File: src/bsort_pkg.sv
// Shared types for the bitonic sorter: the controller phase and the per-cell control word.
`default_nettype none

package bsort_pkg;

    // Width of the step and distance codes carried to every cell.
    localparam int CTRL_W = 3;

    typedef enum logic [1:0] {
        PHASE_LOAD,
        PHASE_SORT,
        PHASE_EMIT
    } phase_t;

    typedef struct packed {
        logic              shift_en;
        logic              cmp_en;
        logic              asc;
        logic [CTRL_W-1:0] step;
        logic [CTRL_W-1:0] dist_log;
    } cell_ctrl_t;

endpackage

`default_nettype wire

File: src/bsort_cell.sv
// One sorter cell: holds one element, shifts it along the row or compare-exchanges it.
`default_nettype none

module bsort_cell #(
    parameter int DATA_WIDTH = 32,
    parameter int LOG_N      = 5,
    parameter int INDEX      = 0
) (
    input  wire                                 aclk,
    input  bsort_pkg::cell_ctrl_t               ctrl,
    input  wire [DATA_WIDTH-1:0]                shift_in,
    input  wire [LOG_N-1:0][DATA_WIDTH-1:0]     partners,
    output logic [DATA_WIDTH-1:0]               data_out
);

    localparam logic [LOG_N:0] IDX = (LOG_N+1)'(INDEX);

    logic [DATA_WIDTH-1:0] data_reg;
    logic [DATA_WIDTH-1:0] data_next;
    logic [DATA_WIDTH-1:0] partner;
    logic                  is_hi;
    logic                  flip;
    logic                  up;
    logic                  take_partner;

    always_comb begin
        partner = partners[0];
        is_hi   = IDX[0];
        flip    = 1'b0;
        for (int k = 0; k < LOG_N; k++) begin
            if (ctrl.dist_log == bsort_pkg::CTRL_W'(k)) begin
                partner = partners[k];
                is_hi   = IDX[k];
            end
        end
        // The direction flips in odd blocks of the current step.
        for (int k = 1; k <= LOG_N; k++) begin
            if (ctrl.step == bsort_pkg::CTRL_W'(k - 1)) begin
                flip = IDX[k];
            end
        end
        up = ctrl.asc ^ flip;
        // The lower cell keeps the smaller value when sorting up, the upper one the larger.
        if (is_hi ^ ~up) begin
            take_partner = partner > data_reg;
        end else begin
            take_partner = partner < data_reg;
        end
        data_next = take_partner ? partner : data_reg;
    end

    always_ff @(posedge aclk) begin
        if (ctrl.shift_en) begin
            data_reg <= shift_in;
        end else if (ctrl.cmp_en) begin
            data_reg <= data_next;
        end
    end

    assign data_out = data_reg;

endmodule

`default_nettype wire

File: config.mk
export PLATFORM = sky130hd
export DESIGN_NAME = bsort_cell
export DESIGN_NICKNAME = d
export VERILOG_FILES = /design/src/bsort_pkg.sv /design/src/bsort_cell.sv
export SDC_FILE = /design/constraint.sdc
export NUM_CORES = 1
export LEC_CHECK = 0
export ABC_AREA = 1
export BUFFER_PORTS_ARGS = -buffer_cell sky130_fd_sc_hd__buf_2
export CAP_MARGIN = 20
export CORE_ASPECT_RATIO = 1.4
export CORE_MARGIN = 1
export CORE_UTILIZATION = 35
export DETAILED_ROUTE_END_ITERATION = 16
export GPL_ROUTABILITY_DRIVEN = 0
export PLACE_DENSITY = 0.67
export SLEW_MARGIN = 20
export SYNTH_ARGS = -nofsm -noshare
export SYNTH_HDL_FRONTEND = slang
export SYNTH_SLANG_ARGS = --single-unit
File: constraint.sdc
create_clock -name aclk -period 3.6 [get_ports aclk]
set_input_delay 0.54 -clock aclk [delete_from_list [all_inputs] [get_ports aclk]]
set_output_delay 0.54 -clock aclk [all_outputs]
set_load 0.03 [all_outputs]
# Word-level counts from Yosys, hierarchy flattened
# Cells that the tools add are included.
# word_totals
register_bits,32
inputBits,202
out_inout_bits,32
elab_cells,18
# op_classes
n_lt_le_gt_ge,2
n_eq_ne,4
muxes,8
reduce_logical,3
# ops
operator,count
2-to-1 mux 32 bit,7
greater-than comparator 32 bit,1
less-than comparator 32 bit,1
equality test 3 x 2 -> 1 bit (second input constant),2
nonzero test 2 bit,2
equality test 3 x 1 -> 1 bit (second input constant),1
equality test 3 bit (second input constant),1
AND reduction 2 bit,1
2-to-1 mux 1 bit,1

# Longest topological paths before layout
# depth
depth_word,10
ltp_mapped,24
depth_no_buf,23

# Least setup slack after synthesis
# Ideal clock, no wire load.
# synth_timing
path_kind,in2reg
start,input ctrl[0] (netlist bit)
end,"register data_reg[0] (netlist: data_out[0]), enable pin"
setup_time_ps,389
arrival_time_ps,2882
t_required_ps,3211
path_slack_ps,328
stages,15
n_path_buf,1
cell_sequence,inv_2 -> nor2_8 -> nand2_2 -> clkbuf_1 -> o21ai_1 -> o21ai_2 -> ha_1 -> a21oi_1 -> o21a_1 -> nand2_1 -> a21oi_1 -> nand2_1 -> nand2_1 -> nand3_1 -> nand2_1
# synth_between
elab_chain_len,9
elab_cells_between_ends,13
cone_classes,order compare: 2; eq/ne: 4; mux: 5; reduce/logical: 2
# synth_rtl
item,line,source
"start, declared",bsort_cell.sv:10,"input bsort_pkg::cell_ctrl_t ctrl,"
equality test 3 x 1 -> 1 bit,bsort_cell.sv:31,if (ctrl.dist_log == bsort_pkg::CTRL_W'(k)) begin
2-to-1 mux 32 bit (3 in a row),bsort_cell.sv:31,
2-to-1 mux 32 bit *,bsort_cell.sv:31,
greater-than comparator 32 bit / less-than comparator 32 bit (equally long branches),"bsort_cell.sv:45, bsort_cell.sv:47",
2-to-1 mux 1 bit *,bsort_cell.sv:44,if (is_hi ^ ~up) begin
nonzero test 2 bit (no line) *,--,
AND reduction 2 bit (no line) *,--,
"end signal, assigned",bsort_cell.sv:54,data_reg <= shift_in;
"end signal, assigned",bsort_cell.sv:56,data_reg <= data_next;
"end, declared",bsort_cell.sv:18,logic [DATA_WIDTH-1:0] data_reg;
# Mark *: on every way between the ends. The rest lies on a longest branch, timed or not.
# A chain may end at the register's enable or synchronous reset.

# Final worst setup path
# layout_timing
start,input ctrl[0] (netlist bit)
end,"register data_reg[15] (netlist: data_out[15]), enable pin"
# The elaborated chain is that of the path after synthesis.

==> flow_metrics.py <==
metrics = {
    "critical_path": {
        "ff2ff_setup_slack_ns": 1.55,
        "cpPeakStageDelay_ns": 0.30,
        "slowest_stage": "ha_1",
        "worstPathMaxFanout": 28,
        "worstReg2RegEnd": "data_out[15]",
        "cp_top_family": "simple AND/OR/NAND/NOR gates",
        "cp_common_cell": "nand2_1",
        "arrival_ns": 3.12,
        "ff2ff_path_depth": 11,
        "required_ns": 3.58,
        "worstSetupStartpointType": "input pin",
        "reg2reg_from": "data_out[31]",
        "path_buf_inv": 4,
        "critPathCaptureType": "flip-flop",
        "crit_type": "in -> reg",
        "path_cells": "buf_2 -> inv_2 -> nor2_8 -> nand2_4 -> buf_4 -> nand2_1 -> a31oi_1 -> nor2_1 -> o21ai_2 -> ha_1 -> nand2_1 -> nor2_1 -> nand4_1 -> nor2_1 -> nand2_1 -> nand3_1 -> nand3_1 -> nand2_1 -> buf_12",
    },
    "synth": {
        "syn_nets": 810,
        "ys_seq_elements": 32,
        "synth.distinct_cells": 28,
        "synth-warning-count": 0,
        "synth_top_area_share_pct": 25.7,
        "synth_area_um2": 3740,
        "seq_area_frac_synth_pct": 25.7,
        "ys_top_cells_by_area": "edfxtp_1, nand2_1, ha_1",
        "syn-instance-count": 576,
        "synth.avg_cell_area_um2": 6.49,
        "yosys.area.top_type": "edfxtp_1",
    },
    "pwr": {
        "fin_total_pwr_mw": 1.66,
        "power.density_nw_per_um2": 319,
        "peakVddDrop_mv": 0.185,
        "power_leakage_nw": 2.83,
    },
    "cts": {
        "insertion_delay_ns": 0.27,
        "clk_pin_slew_worst_paths_ns": 0.05,
        "cts_tree": "yes",
        "post_cts_resized": 0,
        "clock_sinks": 32,
        "cts_root_buf": "clkbuf_16",
        "clk_path_buf_depth": 2,
        "postCtsSetupRepairBufs": 0,
        "cts_made_buffers": 5,
        "cts_hold_buffers": 0,
        "htreeDepth": 2,
    },
    "routing": {
        "postRouteAntennaNets": 0,
        "totalWireLength_um": 13500,
        "wl_per_cell_um": 14.5,
        "drt_iter0_markers": 158,
        "vias": 4621,
        "routed_via_density": 4.96,
        "drc_errors": 0,
        "drtPass1Iterations": 5,
    },
    "final_layout": {
        "drive_gt1_share_pct": 36.1,
        "stdcell_count": 932,
        "most-common-layout-cells": "buf_2, nand2_1, nor2_1, inv_1, nand3_1",
        "layout.nets": 1027,
        "largest_reg_flops": 32,
        "area_growth_pct": 39.2,
        "insertedDiodeCount": 0,
        "final_common_cell": "buf_2",
        "final_area_um2": 5200,
    },
    "sta": {
        "worst_pin_slew_ns": 0.570,
        "finalSetupViolCount": 0,
        "relSlewSlack_pct": 61.9,
        "rsz0062_at_grt": "no",
        "fin_worst_skew_ns": 0.00301,
        "max_freq_ghz": 0.319,
        "min_period_ns": 3.14,
        "hold_viol_final": 0,
        "drv_slew": 0,
        "fin_crit_sh_pct": 87.2,
        "setup_ws_ns": 0.462,
        "setup_tns_ns": 0,
    },
    "floorplan": {
        "die_y_um": 124,
        "die_area_um2": 11100,
        "initial_utilization_pct": 35.9,
        "io_pins": 234,
        "row_count": 44,
        "core_area_um2": 10400,
        "die_x_um": 89.3,
    },
    "global_routing": {
        "antenna_found_initial": 0,
        "grt_pass1_wl_um": 21300,
        "grt.total_usage_pct": 24.8,
        "grt_max_degree": 34,
        "grt_overflow": 0,
        "first_global_vias": 4679,
    },
    "placed_design": {
        "pre_cts_ws_ns": 0.161,
        "placed_cells": 924,
        "place.port_buffers": 230,
        "dpl.hpwl_um": 11100,
        "dpl_cell_area_um2": 5060,
    },
    "min_path": {
        "worst_hold_startpoint": "shift_in[28]",
        "min_path_type": "in -> reg",
        "hold_path_end": "data_out[28]",
        "hold_depth": 3,
    },
    "run_status": {
        "outcome": "finished clean",
    },
    "job": {
        "cap_violations": 0,
    },
}
## final cells by class
type	count	area [µm²]
clock buffer	7	133
clock inverter	1	3.75
fill	1084	5200
inverter	47	176
multi-input combinational	463	2420
sequential	32	961
tap	138	173
timing repair buffer	244	1330
## worst register-to-register path, cell delays in order, from the launching register on
cell and delay, ns:
edfxtp_1 0.36, inv_1 0.06, ha_1 0.29, nand2_1 0.07
nor2_1 0.14, nand2_1 0.11, nor2_1 0.15, nand2_1 0.08
nand3_1 0.07, nand3_1 0.07, nand2_1 0.16, buf_12 0.20
## Yosys cell counts, drive strengths merged
master / count
a21o: 1
a21oi: 14
a31oi: 31
buf: 20
clkbuf: 14
edfxtp: 32
ha: 32
inv: 47
nand2: 203
nand3: 37
nand4: 2
nor2: 73
nor3: 1
o211ai: 2
o21a: 2
o21ai: 64
or2: 1
## stage by stage
stage | hold WS (ns) | utilization [%]
2_1_floorplan | 0.721 | -
3_3_place_gp | 0.811 | 48.7
3_5_place_dp | 0.814 | 48.7
4_1_cts | 0.535 | 50.0
5_1_grt | 0.546 | 50.0
6_report | 0.541 | 50.0
## logic make-up after synthesis
kind of cell,share of synthesized area [%]
buffers and inverters,9.44
and+or+nand+nor,34.7
AOI/OAI and AO/OA,19.5
DFF,25.7
adders and majority gates,10.7
## worst max path at each step
stage / end / slack (ns) / depth (start not counted) / startpoint
floorplan: data_out[0] / 0.33 / 15 / ctrl[0]
detailed placement: data_out[13] / 0.16 / 18 / ctrl[0]
global placement: data_out[13] / 0.20 / 18 / ctrl[0]
global route: data_out[1] / 0.19 / 19 / ctrl[0]
CTS: data_out[30] / 0.44 / 18 / ctrl[0]
finish: data_out[15] / 0.46 / 19 / ctrl[0]
## routing by layer
metal | track usage (%) | share of wire [%]
met4 | 9.43 | 4.0
met5 | 0 | 0
met3 | 4.06 | 5.9
met2 | 46.2 | 52
met1 | 27.0 | 38
## report_power, final
part           switching (mW)  total (mW)  internal (mW)
sequential             0.0251       0.502          0.477
clock                   0.147       0.401          0.254
combinational           0.458       0.754          0.297
No activity file was read; power rests on OpenSTA's default activity.
